[config.mk]
export PLATFORM = sky130hd
export DESIGN_NAME = serial_pad_port_controller
export DESIGN_NICKNAME = d
export VERILOG_FILES = /design/src/design/spc_pkg.sv /design/src/design/spc_ram.sv /design/src/design/spc_front.sv /design/src/design/spc_back.sv /design/src/design/serial_pad_port_controller.sv
export SDC_FILE = /design/constraint.sdc
export NUM_CORES = 1
export LEC_CHECK = 0
export ABC_AREA = 1
export BUFFER_PORTS_ARGS = -buffer_cell sky130_fd_sc_hd__buf_2
export CORE_ASPECT_RATIO = 0.7
export CORE_MARGIN = 2
export CORE_UTILIZATION = 30
export CTS_BUF_LIST = sky130_fd_sc_hd__clkbuf_2 sky130_fd_sc_hd__clkbuf_4 sky130_fd_sc_hd__clkbuf_8
export DETAILED_ROUTE_END_ITERATION = 10
export GPL_ROUTABILITY_DRIVEN = 1
export GPL_TIMING_DRIVEN = 0
export SKIP_CTS_REPAIR_TIMING = 1
export SLEW_MARGIN = 10
export SYNTH_ARGS = -nofsm -noshare
export SYNTH_HDL_FRONTEND = slang
export SYNTH_SLANG_ARGS = --single-unit
[constraint.sdc]
create_clock -name clock -period 5.6 [get_ports clock]
set_clock_uncertainty 0.1 [all_clocks]
set_input_delay 0.56 -clock clock [delete_from_list [all_inputs] [get_ports clock]]
set_output_delay 0.56 -clock clock [all_outputs]
set_load 0.05 [all_outputs]
[src/design/spc_pkg.sv]
// Shared types and constants of the serial pad port controller.
`default_nettype none
package spc_pkg;

   // bus function codes carried in the request tuser
   localparam logic [1:0] FUNC_TICK  = 2'd0;
   localparam logic [1:0] FUNC_READ  = 2'd1;
   localparam logic [1:0] FUNC_WRITE = 2'd2;

   // register offsets within the block
   localparam logic [3:0] OFF_DATA    = 4'd0;
   localparam logic [3:0] OFF_STATUS  = 4'd4;
   localparam logic [3:0] OFF_MODE    = 4'd8;
   localparam logic [3:0] OFF_CONTROL = 4'd10;
   localparam logic [3:0] OFF_BAUD    = 4'd14;

   // access widths
   localparam logic [1:0] WID_BYTE = 2'd0;
   localparam logic [1:0] WID_HALF = 2'd1;
   localparam logic [1:0] WID_WORD = 2'd2;

   // control write bits
   localparam int CTRL_ACK_BIT   = 4;
   localparam int CTRL_RESET_BIT = 6;

   // internal control bit positions
   localparam int CB_TX_EN    = 0;
   localparam int CB_OUTPUT   = 1;
   localparam int CB_RX_IRQ   = 6;
   localparam int CB_PORT_SEL = 8;

   localparam logic [7:0] EMPTY_BYTE = 8'hff;

   // result kinds
   localparam logic KIND_BIT  = 1'b0;
   localparam logic KIND_DONE = 1'b1;

   typedef enum logic [1:0] {
      OP_TICK,
      OP_READ,
      OP_WRITE,
      OP_NONE
   } op_type;

   // classified item handed from front to back
   typedef struct packed {
      op_type      op;
      logic [3:0]  reg_offset;
      logic [1:0]  access_width;
      logic [15:0] write_data;
      logic [9:0]  tick_amount;
      logic        rx_line;
      logic        dsr_low;
   } item_type;

   // control register as seen on a bus read
   function automatic logic [15:0] ctrl_read(input logic [8:0] c);
      ctrl_read = {2'b00, c[8], c[7], c[6], c[5], c[4:3], 5'b00000, c[2:0]};
   endfunction

   // control register from bus write data
   function automatic logic [8:0] ctrl_write(input logic [15:0] d);
      ctrl_write = {d[13], d[12], d[11], d[10], d[9:8], d[2:0]};
   endfunction

endpackage
`default_nettype wire

[src/design/spc_ram.sv]
// Generic single-port-write, registered-read RAM.
`default_nettype none
module spc_ram #(
   parameter int WIDTH = 8,
   parameter int DEPTH = 8
) (
   input  wire                          clock,
   input  wire                          wr_en,
   input  wire  [(DEPTH>1 ? $clog2(DEPTH) : 1)-1:0] wr_addr,
   input  wire  [WIDTH-1:0]             wr_data,
   input  wire  [(DEPTH>1 ? $clog2(DEPTH) : 1)-1:0] rd_addr,
   output logic [WIDTH-1:0]             rd_data
);
   logic [WIDTH-1:0] mem_ff [DEPTH];

   always_ff @(posedge clock) begin
      if (wr_en) begin
         mem_ff[wr_addr] <= wr_data;
      end
      rd_data <= mem_ff[rd_addr];
   end
endmodule
`default_nettype wire

[src/design/spc_front.sv]
// Front end: accepts request beats, classifies them and queues them for the engine.
`default_nettype none
module spc_front (
   input  wire               clock,
   input  wire               reset,
   input  wire               req_tvalid,
   output logic              req_tready,
   input  wire  [39:0]       req_tdata,
   input  wire  [1:0]        req_tuser,
   output logic              item_valid,
   input  wire               item_pop,
   output spc_pkg::item_type item
);
   import spc_pkg::*;

   item_type  slot_ff [2];
   logic [1:0] count_ff;
   logic       rd_ptr_ff;
   logic       wr_ptr_ff;
   item_type   incoming;
   logic       push;

   // classify the beat
   always_comb begin
      unique case (req_tuser)
         FUNC_TICK:  incoming.op = OP_TICK;
         FUNC_READ:  incoming.op = OP_READ;
         FUNC_WRITE: incoming.op = OP_WRITE;
         default:    incoming.op = OP_NONE;
      endcase
      incoming.reg_offset   = req_tdata[3:0];
      incoming.access_width = req_tdata[5:4];
      incoming.write_data   = req_tdata[21:6];
      incoming.tick_amount  = req_tdata[31:22];
      incoming.rx_line      = req_tdata[32];
      incoming.dsr_low      = req_tdata[33];
   end

   assign req_tready = (count_ff != 2'd2);
   assign push       = req_tvalid && req_tready;
   assign item_valid = (count_ff != 2'd0);
   assign item       = slot_ff[rd_ptr_ff];

   // two-entry queue
   always_ff @(posedge clock) begin
      if (reset) begin
         count_ff  <= 2'd0;
         rd_ptr_ff <= 1'b0;
         wr_ptr_ff <= 1'b0;
      end else begin
         if (push) begin
            slot_ff[wr_ptr_ff] <= incoming;
            wr_ptr_ff          <= ~wr_ptr_ff;
         end
         if (item_pop && item_valid) begin
            rd_ptr_ff <= ~rd_ptr_ff;
         end
         count_ff <= count_ff + 2'(push) - 2'(item_pop && item_valid);
      end
   end
endmodule
`default_nettype wire

[src/design/spc_back.sv]
// Back end: register file, baud loop, shifter, rx queue and result register.
`default_nettype none
module spc_back #(
   parameter int RX_DEPTH = 8
) (
   input  wire               clock,
   input  wire               reset,
   input  wire               item_valid,
   output logic              item_pop,
   input  spc_pkg::item_type item,
   input  wire  [6:0]        baud_factor,
   output logic              rsp_tvalid,
   input  wire               rsp_tready,
   output logic [23:0]       rsp_tdata,   // tx_bit, read_data, unhandled, irq_raised, dtr0, dtr1
   output logic              rsp_tuser,   // kind
   output logic              rsp_tlast
);
   import spc_pkg::*;

   localparam int AW = (RX_DEPTH > 1) ? $clog2(RX_DEPTH) : 1;
   localparam int CW = $clog2(RX_DEPTH + 1);
   localparam int SW = CW + 1;

   typedef enum logic [1:0] {
      ST_IDLE,
      ST_LOOP,
      ST_RDWAIT,
      ST_DONE
   } state_type;

   state_type     state_ff;
   item_type      cur_ff;
   logic [7:0]    tx_shift_ff;
   logic          tx_busy_ff;
   logic [2:0]    bit_index_ff;
   logic [7:0]    rx_shift_ff;
   logic [CW-1:0] rx_count_ff;
   logic [AW-1:0] rx_head_ff;
   logic [23:0]   baud_count_ff;
   logic          dsr_level_ff;
   logic          irq_ff;
   logic          irq_before_ff;
   logic [8:0]    ctrl_ff;
   logic [15:0]   reload_ff;
   logic [1:0]    dtr_ff;
   logic signed [24:0] cnt_ff;
   logic [22:0]   period_ff;
   logic [15:0]   rd_ff;
   logic          unh_ff;
   logic          out_valid_ff;
   logic [20:0]   out_data_ff;
   logic          out_kind_ff;
   logic          out_last_ff;

   logic          out_free;
   logic          out_load;
   logic          cnt_le0;
   logic          do_bit;
   logic          byte_done;
   logic [7:0]    rx_next;
   logic [SW-1:0] tail_sum;
   logic [AW-1:0] tail;
   logic          ram_we;
   logic [7:0]    ram_rdata;
   logic          is_half;
   logic          pop_byte;
   logic [15:0]   reload_eff;
   logic [6:0]    factor_eff;
   logic [15:0]   status_word;

   assign out_free  = !out_valid_ff || rsp_tready;
   assign cnt_le0   = cnt_ff[24] || (cnt_ff == 25'sd0);
   assign do_bit    = ctrl_ff[CB_TX_EN] && tx_busy_ff;
   assign byte_done = (bit_index_ff == 3'd7);
   assign is_half   = (item.access_width == WID_HALF) || (item.access_width == WID_WORD);
   assign item_pop  = (state_ff == ST_IDLE);

   // a beat enters the result register on a shifted bit or a completion
   assign out_load = out_free && (((state_ff == ST_LOOP) && cnt_le0 && do_bit)
                                  || (state_ff == ST_DONE));

   // receive byte with the current bit filled in
   always_comb begin
      rx_next               = rx_shift_ff;
      rx_next[bit_index_ff] = cur_ff.rx_line;
   end

   // tail of the rx queue, one wrap at most
   always_comb begin
      tail_sum = SW'(rx_head_ff) + SW'(rx_count_ff);
      if (tail_sum >= SW'(RX_DEPTH)) begin
         tail_sum = tail_sum - SW'(RX_DEPTH);
      end
      tail = tail_sum[AW-1:0];
   end

   assign ram_we = (state_ff == ST_LOOP) && cnt_le0 && do_bit && out_free && byte_done
                   && (rx_count_ff < CW'(RX_DEPTH));

   assign pop_byte = (item.op == OP_READ) && (item.access_width == WID_BYTE)
                     && (item.reg_offset == OFF_DATA) && (rx_count_ff != '0);

   assign reload_eff = (reload_ff == 16'd0) ? 16'd1 : reload_ff;
   assign factor_eff = (baud_factor == 7'd0) ? 7'd1 : baud_factor;

   // status: tx idle, rx not empty, one, dsr at bit 7, irq at bit 9, baud count on top
   assign status_word = {baud_count_ff[4:0], 1'b0, irq_ff, 1'b0, dsr_level_ff, 5'b00001,
                         (rx_count_ff != '0), !tx_busy_ff};

   spc_ram #(.WIDTH(8), .DEPTH(RX_DEPTH)) u_rx_ram (
      .clock   (clock),
      .wr_en   (ram_we),
      .wr_addr (tail),
      .wr_data (rx_next),
      .rd_addr (rx_head_ff),
      .rd_data (ram_rdata)
   );

   // engine state machine and result register
   always_ff @(posedge clock) begin
      if (reset) begin
         state_ff      <= ST_IDLE;
         tx_shift_ff   <= 8'd0;
         tx_busy_ff    <= 1'b0;
         bit_index_ff  <= 3'd0;
         rx_shift_ff   <= 8'd0;
         rx_count_ff   <= '0;
         rx_head_ff    <= '0;
         baud_count_ff <= 24'd0;
         dsr_level_ff  <= 1'b1;
         irq_ff        <= 1'b0;
         ctrl_ff       <= 9'd0;
         reload_ff     <= 16'd0;
         dtr_ff        <= 2'd0;
         out_valid_ff  <= 1'b0;
      end else begin
         out_valid_ff <= out_load || (out_valid_ff && !rsp_tready);
         unique case (state_ff)
            ST_IDLE: begin
               if (item_valid) begin
                  cur_ff        <= item;
                  irq_before_ff <= irq_ff;
                  rd_ff         <= 16'd0;
                  unh_ff        <= 1'b0;
                  state_ff      <= ST_DONE;
                  unique case (item.op)
                     OP_TICK: begin
                        cnt_ff    <= $signed({1'b0, baud_count_ff})
                                     - $signed({15'd0, item.tick_amount});
                        period_ff <= reload_eff * factor_eff;
                        state_ff  <= ST_LOOP;
                     end
                     OP_READ: begin
                        if (pop_byte) begin
                           rx_head_ff  <= (rx_head_ff == AW'(RX_DEPTH - 1)) ? '0
                                          : rx_head_ff + AW'(1);
                           rx_count_ff <= rx_count_ff - CW'(1);
                           state_ff    <= ST_RDWAIT;
                        end else if (item.access_width == WID_BYTE
                                     && item.reg_offset == OFF_DATA) begin
                           rd_ff <= {8'd0, EMPTY_BYTE};
                        end else if (is_half && item.reg_offset == OFF_STATUS) begin
                           rd_ff <= status_word;
                        end else if (is_half && item.reg_offset == OFF_CONTROL) begin
                           rd_ff <= ctrl_read(ctrl_ff);
                        end else if (is_half && item.reg_offset == OFF_BAUD) begin
                           rd_ff <= reload_ff;
                        end else begin
                           unh_ff <= 1'b1;
                        end
                     end
                     OP_WRITE: begin
                        if (item.access_width == WID_BYTE && item.reg_offset == OFF_DATA) begin
                           tx_shift_ff <= item.write_data[7:0];
                           tx_busy_ff  <= 1'b1;
                        end else if (is_half && item.reg_offset == OFF_MODE) begin
                           unh_ff <= 1'b0;
                        end else if (is_half && item.reg_offset == OFF_CONTROL) begin
                           if (item.write_data[CTRL_RESET_BIT]) begin
                              irq_ff               <= 1'b0;
                              ctrl_ff[CB_OUTPUT]   <= 1'b0;
                              ctrl_ff[CB_PORT_SEL] <= 1'b0;
                              rx_count_ff          <= '0;
                              rx_head_ff           <= '0;
                              dtr_ff               <= 2'd0;
                           end else begin
                              if (item.write_data[CTRL_ACK_BIT]) begin
                                 irq_ff <= 1'b0;
                              end
                              ctrl_ff <= ctrl_write(item.write_data);
                              dtr_ff  <= {item.write_data[1] && item.write_data[13],
                                          item.write_data[1] && !item.write_data[13]};
                           end
                        end else if (is_half && item.reg_offset == OFF_BAUD) begin
                           reload_ff <= item.write_data;
                        end else begin
                           unh_ff <= 1'b1;
                        end
                     end
                     default: begin
                        unh_ff <= 1'b0;
                     end
                  endcase
               end
            end
            // one baud period per cycle; a shifted bit waits for a free result slot
            ST_LOOP: begin
               if (cnt_le0) begin
                  if (!do_bit) begin
                     cnt_ff <= cnt_ff + $signed({2'b00, period_ff});
                  end else if (out_free) begin
                     cnt_ff                    <= cnt_ff + $signed({2'b00, period_ff});
                     tx_shift_ff[bit_index_ff] <= 1'b1;
                     rx_shift_ff               <= rx_next;
                     out_kind_ff  <= KIND_BIT;
                     out_last_ff  <= 1'b0;
                     out_data_ff  <= {dtr_ff[1], dtr_ff[0], 1'b0, 1'b0, 16'd0,
                                      tx_shift_ff[bit_index_ff]};
                     if (byte_done) begin
                        bit_index_ff <= 3'd0;
                        tx_busy_ff   <= 1'b0;
                        if (rx_count_ff < CW'(RX_DEPTH)) begin
                           rx_count_ff <= rx_count_ff + CW'(1);
                        end
                        if (ctrl_ff[CB_RX_IRQ]) begin
                           irq_ff <= 1'b1;
                        end
                     end else begin
                        bit_index_ff <= bit_index_ff + 3'd1;
                     end
                  end
               end else begin
                  baud_count_ff <= cnt_ff[23:0];
                  dsr_level_ff  <= !cur_ff.dsr_low;
                  if (cur_ff.dsr_low) begin
                     irq_ff <= 1'b1;
                  end
                  state_ff <= ST_DONE;
               end
            end
            ST_RDWAIT: begin
               rd_ff    <= {8'd0, ram_rdata};
               state_ff <= ST_DONE;
            end
            ST_DONE: begin
               if (out_free) begin
                  out_kind_ff  <= KIND_DONE;
                  out_last_ff  <= 1'b1;
                  out_data_ff  <= {dtr_ff[1], dtr_ff[0], !irq_before_ff && irq_ff,
                                   unh_ff, rd_ff, 1'b0};
                  state_ff     <= ST_IDLE;
               end
            end
            default: begin
               state_ff <= ST_IDLE;
            end
         endcase
      end
   end

   assign rsp_tvalid = out_valid_ff;
   assign rsp_tdata  = {3'd0, out_data_ff};
   assign rsp_tuser  = out_kind_ff;
   assign rsp_tlast  = out_last_ff;
endmodule
`default_nettype wire

[src/design/serial_pad_port_controller.sv]
// Order: a read or write passes ST_DONE (a popped rx byte ST_RDWAIT first) to the result
// beat; a tick runs ST_LOOP over each expired baud period, each shifted bit one beat.
// Throughput: one engine item at a time; the baud loop takes one period a cycle unless
// a bit awaits output; the two-entry queue and result register decouple both sides.
// Reset: synchronous, active high; state clears, DSR reads high, baud factor returns to 1,
// rx queue contents stay undefined.
`default_nettype none
module serial_pad_port_controller #(
   parameter int RX_DEPTH = 8
) (
   input  wire         clock,
   input  wire         reset,
   input  wire         req_tvalid,
   output logic        req_tready,
   input  wire  [39:0] req_tdata,   // reg_offset, access_width, write_data, tick_amount,
                                    // rx_line, dsr_low
   input  wire  [1:0]  req_tuser,   // func
   output logic        rsp_tvalid,
   input  wire         rsp_tready,
   output logic [23:0] rsp_tdata,   // tx_bit, read_data, unhandled, irq_raised, dtr_port0,
                                    // dtr_port1
   output logic        rsp_tuser,   // kind
   output logic        rsp_tlast,
   input  wire         csr_psel,
   input  wire         csr_penable,
   input  wire         csr_pwrite,
   input  wire  [2:0]  csr_paddr,
   input  wire  [31:0] csr_pwdata,
   output logic [31:0] csr_prdata,
   output logic        csr_pready
);
   import spc_pkg::*;

   logic       item_valid;
   logic       item_pop;
   item_type   item;
   logic [6:0] baud_factor_ff;

   // configuration port
   assign csr_pready = 1'b1;
   assign csr_prdata = (csr_paddr[2] == 1'b0) ? {25'd0, baud_factor_ff} : 32'd0;

   always_ff @(posedge clock) begin
      if (reset) begin
         baud_factor_ff <= 7'd1;
      end else if (csr_psel && csr_penable && csr_pwrite && !csr_paddr[2]) begin
         baud_factor_ff <= csr_pwdata[6:0];
      end
   end

   spc_front u_front (
      .clock      (clock),
      .reset      (reset),
      .req_tvalid (req_tvalid),
      .req_tready (req_tready),
      .req_tdata  (req_tdata),
      .req_tuser  (req_tuser),
      .item_valid (item_valid),
      .item_pop   (item_pop),
      .item       (item)
   );

   spc_back #(.RX_DEPTH(RX_DEPTH)) u_back (
      .clock       (clock),
      .reset       (reset),
      .item_valid  (item_valid),
      .item_pop    (item_pop),
      .item        (item),
      .baud_factor (baud_factor_ff),
      .rsp_tvalid  (rsp_tvalid),
      .rsp_tready  (rsp_tready),
      .rsp_tdata   (rsp_tdata),
      .rsp_tuser   (rsp_tuser),
      .rsp_tlast   (rsp_tlast)
   );
endmodule
`default_nettype wire
==> results.py <==
metrics = {
    "run_status": {
        "outcome": "finished clean",
    },
    "place": {
        "gp_congestion": 0.9410,
        "place_area_sq_um": 21510,
        "preCtsSetupSlack_ns": 0.04741,
        "io_buffers": 78,
        "dp_hpwl_um": 45570,
        "numPlacedInstances": 3310,
    },
    "clock_network": {
        "htree_num_levels": 2,
        "clock_sinks": 329,
        "clk_path_buf_depth": 3,
        "clock_latency_ns": 0.64,
        "cts_tree": "built",
        "cts_inserted_buffers": 52,
        "clock-root-buffer": "clkbuf_8",
        "path_clk_slew_ns": 0.06,
    },
    "critical_path": {
        "worstPathMaxFanout": 10,
        "reg2reg_to": "u_back.period_ff[15]$_DFFE_PP_",
        "r2r.worst_path.cells": 19,
        "cp-endpoint": "u_back.period_ff[15]$_DFFE_PP_",
        "cp-end-kind": "flip-flop",
        "rrSetupSlack_ns": 0.40,
        "required_ns": 5.87,
        "r2r-start": "u_back.reload_ff[4]$_SDFFE_PP0P_",
        "startpoint_type": "flip-flop",
        "cp-startpoint": "u_back.reload_ff[4]$_SDFFE_PP0P_",
        "critPathKind": "flip-flop to flip-flop",
        "crit_arrival_ns": 5.47,
    },
    "sta": {
        "final-max-slew-violation-count": 0,
        "relSlewSlack_pct": 17.80,
        "period_share_pct": 92.86,
        "fmax_mhz": 192.3,
        "tns_ns": 0,
        "min_period_ns": 5.200,
        "whs_ns": 0.02268,
        "setup_ws_ns": 0.3996,
        "setup_viol": 0,
        "worst_slew_pin_slew_ns": 1.220,
        "hold_viol": 0,
        "rsz0062_at_grt": "false",
    },
    "cells_and_area": {
        "fillers": 6788,
        "final_area_sq_um": 22680,
        "seq_area_sq_um": 8848,
        "antenna_cells": 0,
        "area_growth_pct": 14.81,
        "final_nets": 2733,
        "instances_no_fill": 3408,
        "multi_input_area_sq_um": 9195,
        "finish.utilization_pct": 34.90,
        "drive_gt1_share_pct": 11.04,
    },
    "die": {
        "die_h_um": 218.7,
        "die-area_sq_um": 67960,
        "design.core.area_sq_um": 65000,
        "io_pins": 145,
        "row_count": 78,
        "start_util_pct": 30.40,
        "die-width_um": 310.7,
    },
    "route": {
        "routed_wl_um": 57650,
        "drcViolationCount": 0,
        "ant_nets": 0,
        "vias_per_cell": 4.737,
        "detail_route.first_pass.iterations": 6,
        "detail_route.wl_per_cell_um": 16.92,
        "drt_iter0_drc": 1615,
        "dr_total_vias": 16140,
    },
    "synthesis": {
        "syn_area_sq_um": 19760,
        "yosysWarningCount": 0,
        "ys_seq_area_share_pct": 44.79,
        "ys_ff_latch": 329,
        "postSynthAreaPerCell_sq_um": 8.542,
        "ys_types": 53,
        "synthCells": 2313,
    },
    "job": {
        "max_cap_violations": 0,
    },
    "worst_hold_path": {
        "hold_path_class": "input port to flip-flop",
    },
    "power_and_ir_drop": {
        "vdd_drop_max_v": 0.0001993,
        "power_mw": 8.532,
        "powerDensity_nw_per_um2": 376.1,
        "p_leak_nw": 10.19,
    },
    "global_route": {
        "grt-ovfl-total": 0,
        "antenna_found_initial": 2,
        "track_usage_pct": 16.93,
        "grt_max_degree": 28,
        "grt_pass1_wl_um": 88690,
        "first_global_vias": 15020,
    },
}
final cells by class:
cell class	count	share of cell area, %
inverter	338	5.609
sequential	329	39.01
clock buffer	80	4.357
clock inverter	18	0.6122
multi-input combinational	1555	40.53
timing repair buffer	93	2.399
tap	880	4.854
buffer	115	2.625
critical path: stages, from the launching register on:
cell and delay, ns:
dfxtp_1 0.30, clkbuf_1 0.29, nor4_1 0.37, nand4_1 0.12, nand2_1 0.11, nand2_1 0.10, fa_1 0.52, fa_1 0.54
inv_1 0.05, fa_1 0.53, inv_1 0.05, fa_1 0.53, inv_1 0.04, ha_1 0.36, a21oi_1 0.20, o21ai_1 0.12
nor2_2 0.17, o21ai_1 0.13, a21oi_1 0.20, xnor2_1 0.10
placed cells by master, fill, tap and decap left out, types with 10 or more instances in the layout:
master,n
a21oi_1,160
a31oi_1,14
buf_2,89
buf_4,34
clkbuf_1,66
clkbuf_4,18
clkbuf_8,62
clkinv_1,10
conb_1,29
dfxtp_1,103
edfxtp_1,226
fa_1,72
ha_1,93
inv_1,329
mux2i_1,15
nand2_1,468
nand3_1,94
nand4_1,17
nor2_1,238
nor3_1,24
nor4_1,10
o21ai_0,167
o21ai_1,24
o22ai_1,17
xor2_1,22
synthesized netlist by cell type, drive strengths merged:
library cell / n / area share (%)
buf: 47 / 1.7
or2: 8 / 0.25
edfxtp: 226 / 34
nor2: 248 / 4.9
a211oi: 5 / 0.22
a22o: 5 / 0.22
dfxtp: 103 / 10
mux2i: 15 / 0.76
ha: 93 / 5.9
xor2: 22 / 0.98
clkinv: 2 / 0.044
nor4: 11 / 0.35
o21bai: 4 / 0.15
o2111ai: 1 / 0.044
a21o: 3 / 0.11
o22ai: 17 / 0.54
a31oi: 14 / 0.44
fa: 72 / 7.3
o211ai: 2 / 0.076
o31a: 1 / 0.044
conb: 2 / 0.038
a22oi: 2 / 0.076
and3: 1 / 0.032
o21ai: 193 / 4.9
xnor2: 8 / 0.35
nand2: 479 / 9.3
o21a: 5 / 0.19
nand4: 18 / 0.65
nand3b: 7 / 0.27
nand3: 97 / 2.6
a21boi: 2 / 0.076
clkbuf: 71 / 1.3
inv: 336 / 6.4
nor3: 32 / 0.84
a21oi: 161 / 4.1
kinds of logic (layout without fill, tap and decap cells):
group                      Yosys count  in the layout  synth area share (%)
buffers and inverters              456            644                 9.499
DFF                                329            329                 44.79
other                                2             29               0.03801
xor gates and xnor gates            30             30                 1.330
muxes                               15             15                0.7599
adders and majority gates          165            165                 13.18
and+or+nand+nor                    901            901                 19.23
AOI/OAI and AO/OA                  415            415                 11.18
power by group:
group,internal [mW],switching [mW],total (mW)
Clock,1.22,0.990,2.21
Sequential,2.98,0.183,3.17
Combinational,0.930,2.23,3.15
worst min path at each step:
stage | from | to | slack [ns] | cells past startpoint
3_3_place_gp | u_front.rd_ptr_ff$_SDFFE_PP0P_ | u_front.rd_ptr_ff$_SDFFE_PP0P_ | 0.34 | 1
3_5_place_dp | u_front.rd_ptr_ff$_SDFFE_PP0P_ | u_front.rd_ptr_ff$_SDFFE_PP0P_ | 0.35 | 1
5_1_grt | req_tdata[17] | u_front.slot_ff[1][23]$_DFFE_PP_ | 0.001 | 1
4_1_cts | req_tdata[13] | u_front.slot_ff[0][19]$_DFFE_PP_ | -0.02 | 1
2_1_floorplan | u_back.dtr_ff[0]$_SDFFE_PP0P_ | u_back.out_data_ff[19]$_DFFE_PP_ | 0.31 | 0
6_report | req_tdata[8] | u_front.slot_ff[1][14]$_DFFE_PP_ | 0.02 | 1
state kept, by name, summed over array words and instances, names as in the netlist, 2 cells and up, named ones only:
register,count
baud_factor_ff,7
u_back.baud_count_ff,24
u_back.bit_index_ff,3
u_back.cnt_ff,25
u_back.ctrl_ff,9
u_back.cur_ff,2
u_back.dtr_ff,2
u_back.out_data_ff,21
u_back.period_ff,23
u_back.rd_ff,16
u_back.reload_ff,16
u_back.rx_count_ff,4
u_back.rx_head_ff,3
u_back.rx_shift_ff,8
u_back.state_ff,2
u_back.tx_shift_ff,8
u_back.u_rx_ram.mem_ff,64
u_back.u_rx_ram.rd_data,8
u_front.count_ff,2
u_front.slot_ff,72
layer usage:
metal	track usage, %	vias to the layer above	part of all wire [%]
met5	0	-	0
met4	3.092	0	1.3
met3	4.678	58	11
met2	21.50	647	36
met1	27.55	7549	52
li1	-	7890	-
(Power assumes the default switching activity.)
